## config.mk

```make
export PLATFORM = sky130hd
export DESIGN_NAME = hid_descriptor_usage_finder_top
export DESIGN_NICKNAME = d
export VERILOG_FILES = /design/src/rtl/hduf_pkg.sv /design/src/rtl/hid_descriptor_usage_finder_top.sv
export SDC_FILE = /design/constraint.sdc
export NUM_CORES = 1
export LEC_CHECK = 0
export ABC_AREA = 1
export BUFFER_PORTS_ARGS = -buffer_cell sky130_fd_sc_hd__buf_2
export CORE_MARGIN = 2
export CORE_UTILIZATION = 35
export DETAILED_ROUTE_END_ITERATION = 6
export RECOVER_POWER = 50
export SETUP_SLACK_MARGIN = 0.05
export SLEW_MARGIN = 15
export SYNTH_ARGS = -nofsm -noshare
export SYNTH_HDL_FRONTEND = slang
export SYNTH_SLANG_ARGS = --single-unit
```

## constraint.sdc

```tcl
create_clock -name clk -period 10 [get_ports clk]
set_input_delay 0.5 -clock clk [delete_from_list [all_inputs] [get_ports clk]]
set_output_delay 0.5 -clock clk [all_outputs]
set_load 0.05 [all_outputs]
```

## src/rtl/hduf_pkg.sv

```systemverilog
// ----------------------------------------------------------------------------
// hduf_pkg
// Shared types and constants of the HID descriptor usage finder: word
// structs of both channels, fault codes and stack sizing.
// ----------------------------------------------------------------------------
package hduf_pkg;

  // Global stack sizing
  localparam int STACK_DEPTH = 8;
  localparam int LVL_W       = $clog2(STACK_DEPTH + 1);
  localparam int STK_IW      = (STACK_DEPTH > 1) ? $clog2(STACK_DEPTH) : 1;

  // Fixed codes of the descriptor format
  localparam logic [7:0]  LONG_PREFIX   = 8'hfe;
  localparam logic [31:0] KEYBOARD_PAGE = 32'd7;
  localparam logic [31:0] TARGET_RESET  = 32'h0000_0073;

  // Parse fault codes, first fault wins
  typedef enum logic [2:0] {
    FAULT_NONE  = 3'd0,
    FAULT_LONG  = 3'd1,
    FAULT_TRUNC = 3'd2,
    FAULT_OVER  = 3'd3,
    FAULT_UNDER = 3'd4
  } fault_t;

  // Input word: one descriptor byte with its last mark
  typedef struct packed {
    logic [7:0] desc_byte;
    logic       desc_last;
  } in_word_t;

  // Result word: one per descriptor
  typedef struct packed {
    logic   usage_supported;
    fault_t fault_code;
  } out_word_t;

endpackage

```

## src/rtl/hid_descriptor_usage_finder_top.sv

```systemverilog
// ----------------------------------------------------------------------------
// hid_descriptor_usage_finder_top
// Parses a HID report descriptor byte by byte and reports, on the last byte,
// whether the target keyboard usage is declared in an Input array item.
// ----------------------------------------------------------------------------
//  channel   | ports                              | moves
//  ----------+------------------------------------+-----------------------------
//  input     | in_valid, in_stall, in_data        | one descriptor byte per word
//  result    | out_valid, out_stall, out_data     | one word per last byte
//  config    | psel, penable, pwrite, paddr, ...  | target_usage at address 0
//
// One word is taken every cycle while in_stall is low. A word passes the input
// register, is decoded in a single step against the parse state, and the result
// for a last byte is loaded into the result register when that byte is decoded.
// in_stall rises only when a last byte waits behind a stalled result word.
// rst_n (synchronous) clears the parse state and sets target_usage to 0x73;
// the global stack contents are not cleared.
module hid_descriptor_usage_finder_top (
  input  logic                clk,
  input  logic                rst_n,
  // input channel
  input  logic                in_valid,
  output logic                in_stall,
  input  hduf_pkg::in_word_t  in_data,
  // result channel
  output logic                out_valid,
  input  logic                out_stall,
  output hduf_pkg::out_word_t out_data,
  // configuration port
  input  logic                psel,
  input  logic                penable,
  input  logic                pwrite,
  input  logic [2:0]          paddr,
  input  logic [31:0]         pwdata,
  output logic [31:0]         prdata,
  output logic                pready
);

  // Item types and tags
  localparam logic [1:0] TYPE_MAIN   = 2'd0;
  localparam logic [1:0] TYPE_GLOBAL = 2'd1;
  localparam logic [1:0] TYPE_LOCAL  = 2'd2;
  localparam logic [3:0] TAG_PAGE    = 4'd0;
  localparam logic [3:0] TAG_LMIN    = 4'd1;
  localparam logic [3:0] TAG_LMAX    = 4'd2;
  localparam logic [3:0] TAG_PUSH    = 4'd10;
  localparam logic [3:0] TAG_POP     = 4'd11;
  localparam logic [3:0] TAG_UMIN    = 4'd1;
  localparam logic [3:0] TAG_UMAX    = 4'd2;
  localparam logic [3:0] TAG_INPUT   = 4'd8;
  localparam logic       REG_TARGET  = 1'b0;

  typedef struct packed {
    logic [31:0] page;
    logic [31:0] minimum;
    logic [31:0] maximum;
  } glob_t;

  // Configuration
  logic [31:0] target_r;
  logic        cfg_we;

  // Input register
  logic       s1_v_r;
  logic [7:0] s1_byte_r;
  logic       s1_last_r;
  logic       proc;
  logic       in_accept;

  // Parse state
  logic [2:0]              pending_r, pending_nxt;
  logic [1:0]              idx_r, idx_nxt;
  logic [1:0]              type_r, type_nxt;
  logic [3:0]              tag_r, tag_nxt;
  logic [31:0]             value_r, value_nxt;
  logic [31:0]             page_r, page_nxt;
  logic [31:0]             lmin_r, lmin_nxt;
  logic [31:0]             lmax_r, lmax_nxt;
  logic [hduf_pkg::LVL_W-1:0] level_r, level_nxt;
  logic [31:0]             umin_r, umin_nxt;
  logic [31:0]             umax_r, umax_nxt;
  logic                    found_r, found_nxt;
  hduf_pkg::fault_t        fault_r, fault_nxt;

  // Stack, with the newest entry kept in a register
  glob_t                       stack_mem [hduf_pkg::STACK_DEPTH];
  glob_t                       top_r;
  logic                        push_we;
  logic                        pop_re;
  logic [hduf_pkg::STK_IW-1:0] push_idx;
  logic [hduf_pkg::STK_IW-1:0] below_idx;
  logic [hduf_pkg::LVL_W-1:0]  level_dec;
  logic [hduf_pkg::LVL_W-1:0]  level_dec2;

  // Item execution
  logic        run_go;
  logic [1:0]  run_type;
  logic [3:0]  run_tag;
  logic [31:0] run_v;
  logic [1:0]  size_code;

  // Result
  logic                out_valid_r, out_valid_nxt;
  hduf_pkg::out_word_t out_data_r;
  logic                out_load;
  hduf_pkg::fault_t    fin_fault;
  logic                fin_supported;

  // Register access
  assign pready = 1'b1;
  assign cfg_we = psel && penable && pwrite && (paddr[2] == REG_TARGET);
  assign prdata = (paddr[2] == REG_TARGET) ? target_r : 32'd0;

  // Handshake: a byte moves on unless it is a last byte facing a full stalled output
  assign proc      = s1_v_r && (!s1_last_r || !out_valid_r || !out_stall);
  assign in_stall  = s1_v_r && !proc;
  assign in_accept = in_valid && !in_stall;

  // Stack addressing: push slot, and the entry under the top for a pop
  assign push_idx   = level_r[hduf_pkg::STK_IW-1:0];
  assign level_dec  = level_r - 1'b1;
  assign level_dec2 = level_r - 2'd2;
  assign below_idx  = level_dec2[hduf_pkg::STK_IW-1:0];
  assign size_code  = s1_byte_r[1:0];

  // Decode one byte, run a completed item, close the descriptor on the last byte
  always_comb begin
    pending_nxt   = pending_r;
    idx_nxt       = idx_r;
    type_nxt      = type_r;
    tag_nxt       = tag_r;
    value_nxt     = value_r;
    page_nxt      = page_r;
    lmin_nxt      = lmin_r;
    lmax_nxt      = lmax_r;
    level_nxt     = level_r;
    umin_nxt      = umin_r;
    umax_nxt      = umax_r;
    found_nxt     = found_r;
    fault_nxt     = fault_r;
    push_we       = 1'b0;
    pop_re        = 1'b0;
    run_go        = 1'b0;
    run_type      = s1_byte_r[3:2];
    run_tag       = s1_byte_r[7:4];
    run_v         = 32'd0;
    out_load      = 1'b0;
    fin_fault     = hduf_pkg::FAULT_NONE;
    fin_supported = 1'b0;

    // byte decode, skipped once a fault is latched
    if (proc && (fault_r == hduf_pkg::FAULT_NONE)) begin
      if (pending_r == 3'd0) begin
        if (s1_byte_r == hduf_pkg::LONG_PREFIX) begin
          fault_nxt = hduf_pkg::FAULT_LONG;
        end else begin
          type_nxt    = s1_byte_r[3:2];
          tag_nxt     = s1_byte_r[7:4];
          value_nxt   = 32'd0;
          idx_nxt     = 2'd0;
          pending_nxt = (size_code == 2'd3) ? 3'd4 : {1'b0, size_code};
          run_go      = (size_code == 2'd0);
        end
      end else begin
        value_nxt   = value_r | (32'(s1_byte_r) << {idx_r, 3'b000});
        idx_nxt     = idx_r + 2'd1;
        pending_nxt = pending_r - 3'd1;
        run_go      = (pending_r == 3'd1);
        run_type    = type_r;
        run_tag     = tag_r;
        run_v       = value_nxt;
      end
    end

    // execute a complete item
    if (run_go) begin
      case (run_type)
        TYPE_GLOBAL: begin
          case (run_tag)
            TAG_PAGE: page_nxt = run_v;
            TAG_LMIN: lmin_nxt = run_v;
            TAG_LMAX: lmax_nxt = run_v;
            TAG_PUSH: begin
              if (level_r >= hduf_pkg::LVL_W'(hduf_pkg::STACK_DEPTH)) begin
                fault_nxt = hduf_pkg::FAULT_OVER;
              end else begin
                push_we   = 1'b1;
                level_nxt = level_r + 1'b1;
              end
            end
            TAG_POP: begin
              if (level_r == '0) begin
                fault_nxt = hduf_pkg::FAULT_UNDER;
              end else begin
                pop_re    = 1'b1;
                level_nxt = level_dec;
                page_nxt  = top_r.page;
                lmin_nxt  = top_r.minimum;
                lmax_nxt  = top_r.maximum;
              end
            end
            default: ;
          endcase
        end
        TYPE_LOCAL: begin
          if (run_tag == TAG_UMIN) umin_nxt = run_v;
          if (run_tag == TAG_UMAX) umax_nxt = run_v;
        end
        TYPE_MAIN: begin
          if ((run_tag == TAG_INPUT) && (run_v[1:0] == 2'b00) &&
              (page_r == hduf_pkg::KEYBOARD_PAGE) && (lmin_r == 32'd0) &&
              (lmax_r >= target_r) && (umin_r <= target_r) && (umax_r >= target_r)) begin
            found_nxt = 1'b1;
          end
          umin_nxt = '1;
          umax_nxt = 32'd0;
        end
        default: ;
      endcase
    end

    // close the descriptor: form the result and return to reset values
    if (proc && s1_last_r) begin
      out_load  = 1'b1;
      fin_fault = ((fault_nxt == hduf_pkg::FAULT_NONE) && (pending_nxt != 3'd0)) ?
                  hduf_pkg::FAULT_TRUNC : fault_nxt;
      fin_supported = (fin_fault == hduf_pkg::FAULT_NONE) && found_nxt && (level_nxt == '0);
      pending_nxt = 3'd0;
      idx_nxt     = 2'd0;
      type_nxt    = 2'd0;
      tag_nxt     = 4'd0;
      value_nxt   = 32'd0;
      page_nxt    = 32'd0;
      lmin_nxt    = 32'd0;
      lmax_nxt    = 32'd0;
      level_nxt   = '0;
      umin_nxt    = '1;
      umax_nxt    = 32'd0;
      found_nxt   = 1'b0;
      fault_nxt   = hduf_pkg::FAULT_NONE;
    end
  end

  // Hold a result until taken
  assign out_valid_nxt = out_load ? 1'b1 : (out_stall ? out_valid_r : 1'b0);

  // Control and parse state
  always_ff @(posedge clk) begin
    if (!rst_n) begin
      target_r    <= hduf_pkg::TARGET_RESET;
      s1_v_r      <= 1'b0;
      out_valid_r <= 1'b0;
      pending_r   <= 3'd0;
      idx_r       <= 2'd0;
      type_r      <= 2'd0;
      tag_r       <= 4'd0;
      value_r     <= 32'd0;
      page_r      <= 32'd0;
      lmin_r      <= 32'd0;
      lmax_r      <= 32'd0;
      level_r     <= '0;
      umin_r      <= '1;
      umax_r      <= 32'd0;
      found_r     <= 1'b0;
      fault_r     <= hduf_pkg::FAULT_NONE;
    end else begin
      if (cfg_we) begin
        target_r <= pwdata;
      end
      s1_v_r      <= in_accept ? 1'b1 : (proc ? 1'b0 : s1_v_r);
      out_valid_r <= out_valid_nxt;
      pending_r   <= pending_nxt;
      idx_r       <= idx_nxt;
      type_r      <= type_nxt;
      tag_r       <= tag_nxt;
      value_r     <= value_nxt;
      page_r      <= page_nxt;
      lmin_r      <= lmin_nxt;
      lmax_r      <= lmax_nxt;
      level_r     <= level_nxt;
      umin_r      <= umin_nxt;
      umax_r      <= umax_nxt;
      found_r     <= found_nxt;
      fault_r     <= fault_nxt;
    end
  end

  // Capture the incoming word
  always_ff @(posedge clk) begin
    if (in_accept) begin
      s1_byte_r <= in_data.desc_byte;
      s1_last_r <= in_data.desc_last;
    end
  end

  // Load the result word
  always_ff @(posedge clk) begin
    if (out_load) begin
      out_data_r.usage_supported <= fin_supported;
      out_data_r.fault_code      <= fin_fault;
    end
  end

  // Save the global set on push; refill the top entry from below on pop
  always_ff @(posedge clk) begin
    if (push_we) begin
      stack_mem[push_idx] <= '{page: page_r, minimum: lmin_r, maximum: lmax_r};
      top_r               <= '{page: page_r, minimum: lmin_r, maximum: lmax_r};
    end else if (pop_re) begin
      top_r <= stack_mem[below_idx];
    end
  end

  assign out_valid = out_valid_r;
  assign out_data  = out_data_r;

endmodule

```

==> results_dict.tcl <==
set metrics [dict create \
    status "complete, but fails checks" \
    violations "max-capacitance violations, max-slew violations" \
    cts_tree "built" \
    h-tree-depth 3 \
    hpwl_um 64300 \
    netlist_instances 4104 \
    cts_resized 0 \
    period_needed_ps 5840 \
    max_freq_mhz 171 \
    critPathCaptureType "flop" \
    required_ps 10300 \
    synth_top_area_share_pct 56.8 \
    pre_cts_slack_ps 4950 \
    rsz0062_at_grt "false" \
    grt_max_degree 228 \
    std_cell_rows 133 \
    yosys_warnings 0 \
    cts_buffers 114 \
    hold_viol_final 0 \
    path_cells "nand3_1, nand2_1, nor2_1, nand3_1, inv_1, nand2_1, or2_4, nor3_1, clkbuf_1, buf_4" \
    place_congestion 0.827 \
    ir_worst_vdd_mv 0.133 \
    synth_seq_cells 1122 \
    dpl_cell_area_um2 48300 \
    critPathTopFamily "simple AND/OR/NAND/NOR gates" \
    synth-edff-count 877 \
    start_util_pct 35.2 \
    fin_skew_ps 21.7 \
    grt.overflow.total 0 \
    layout-drive-gt1-share_pct 7.23 \
    synth_ff_type "edfxtp_1" \
    async_flop_share_pct 0 \
    maxCapViolations 6 \
    setup_violations 0 \
    power_mw 9.52 \
    fin_tns_setup_ps 0 \
    syn_area_um2 46300 \
    drv_slew 233 \
    grt_pass1_wl_um 186000 \
    startpoint_type "flop" \
    switching_share_pct 21.1 \
    cts_setup_buffers 0 \
    path_class "flop to flop" \
    vias 31700 \
    final_util_pct 39.6 \
    insertion_delay_ps 690 \
    synth_area_leaders "edfxtp_1 (57%), dfxtp_1 (11%), o21ai_0 (5.7%), nor2_1 (4.0%), o221ai_1 (3.6%)" \
    grt.busiest_layer "met2" \
    grt_util_all_layers_pct 17.6 \
    switching_power_mw 2.01 \
    wl_um 122000 \
    dp_cells 5721 \
    synth_area_leader_cell "edfxtp_1" \
    drc_errors 0 \
    crit_path_top_delay_cell "clkbuf_1" \
    grt_pass1_vias 31100 \
    syn_avg_cell_area_um2 11.3 \
    hp-class "input port to flop" \
    sequentialPowerShare_pct 52.5 \
    ios 90 \
    worst_pin_slew_ps 3870 \
    dieArea_um2 135000 \
    area_growth_pct 12.4 \
    firstDrtPassIters 5 \
    fin_ws_ps 4160 \
    antenna_found_initial 5 \
    worstPathMaxFanout 66 \
    path_clk_slew_ps 60 \
    fin_nets 4249 \
    die_x_um 368 \
    post-synth-top-count-cell "edfxtp_1" \
    cts-root-buf "clkbuf_16" \
    crit_buf_inv 3 \
    wl_per_cell_um 20.5 \
    synthTopCellsByCount "edfxtp_1 (877), o21ai_0 (532), nor2_1 (496), nand2_1 (438)" \
    use_met2_pct 28.7 \
    stdcell_area_um2 52100 \
    cts_sinks 1122 \
    io_buffers 86 \
    grt_use_met1_pct 24.4 \
    synth_cell_types 46 \
    drt_iter0_drc 2892 \
    crit_path_max_incr_delay_ps 1320 \
    ctsHoldBuffers 10 \
    pwr-share-clk_pct 44.8 \
    design.core.area_um2 131000 \
    nFillCells 12700 \
    p_int_mw 7.51 \
    comb_power_share_pct 2.6 \
    synth_nets 4261 \
    ys_seq_area_share_pct 67.4 \
    cp_data_arrival_time_ps 6140 \
    slew_headroom_pct -158 \
    ant_nets 0 \
    fin_crit_sh_pct 58.4 \
    p_leak_nw 17.7 \
    via_per_inst 5.33 \
    grtUsageMet3_pct 2.51 \
    cellPowerDensity_nw_per_um2 183 \
    layout.cells.non_filler 5945 \
    fin_hold_ws_ps 30.7 \
    clockBufferDepth 3 \
    die_h_um 368 \
]
==> layout make-up <==
cell class                      count  area [µm²]  share of cell area (%)
Antenna cell                        1        2.50                 0.00481
Sequential cell                  1122       31200                    60.0
Tap cell                         1755        2200                    4.22
Inverter                          233         892                    1.71
Multi-Input combinational cell   2477       13100                    25.1
Timing Repair Buffer              144         852                    1.64
Clock buffer                      160        3190                    6.12
Clock inverter                     53         597                    1.15
==> sequential cells by signal, summed over array words and instances (netlist names), 2 cells and up <==
name / count
lmin_r: 32
idx_r: 2
fault_r: 3
out_data: 4
umax_r: 32
target_r: 32
stack_mem: 768
umin_r: 32
pending_r: 3
page_r: 32
lmax_r: 32
tag_r: 4
value_r: 32
level_r: 4
s1_byte_r: 8
type_r: 2
top_r: 96
==> tightest hold or removal path, stage by stage <==
cell      delay (ps)
buf_2             70
nand2_1           40
o211ai_1          60
==> routing by layer <==
metal	up-vias	share of wire (%)
met5	-	0
met4	0	2.3
met3	179	6.8
met2	1059	46
met1	15600	45
li1	14900	-
==> logic make-up after synthesis <==
family / Yosys count / synth area share [%]
compound gates: 1194 / 14.8
other cells: 1 / 0.00809
buf+inv: 505 / 4.39
fa+ha+maj: 106 / 2.86
xor+xnor: 3 / 0.0567
flops: 1122 / 67.4
simple gates: 1173 / 10.4
==> final timing paths <==
path	depth (start not counted)	from	slack, ps	endpoint
setup / recovery	10	s1_last_r$_DFFE_PP_	4160	stack_mem[2][59]$_DFFE_PP_
hold / removal	3	pwdata[1]	30	target_r[1]$_SDFFE_PN1P_
setup reg to reg	10	s1_last_r$_DFFE_PP_	4160	stack_mem[2][59]$_DFFE_PP_
hold reg to reg	2	value_r[2]$_SDFFE_PP0P_	460	value_r[2]$_SDFFE_PP0P_
==> power by group through the flow <==
stage	registers, mW	clock network, mW	logic, mW
2_1_floorplan	5.09	0	0.175
3_3_place_gp	5.10	0	0.249
3_5_place_dp	5.10	0	0.251
4_1_cts	5.00	4.33	0.256
5_1_grt	5.00	4.52	0.281
6_report	5.00	4.27	0.252
==> layout by cell type, fill, tap and decap left out, drive strengths merged, types with 2 or more instances in the layout <==
cell type,synthesis,final
edfxtp,877,877
o21ai,679,679
nor2,504,504
nand2,445,445
a21oi,246,246
dfxtp,245,245
inv,228,230
clkbuf,197,211
o221ai,192,192
nand3,167,167
ha,106,106
buf,75,83
a31oi,40,40
clkinv,5,39
nand4,26,26
nor3,23,23
o21bai,15,15
o211ai,11,11
dlygate4sd3,0,10
bufinv,0,9
a31o,8,8
clkinvlp,0,8
nor4,3,3
xor2,2,2
or2,2,2
Power figures use the tool's default switching activity.
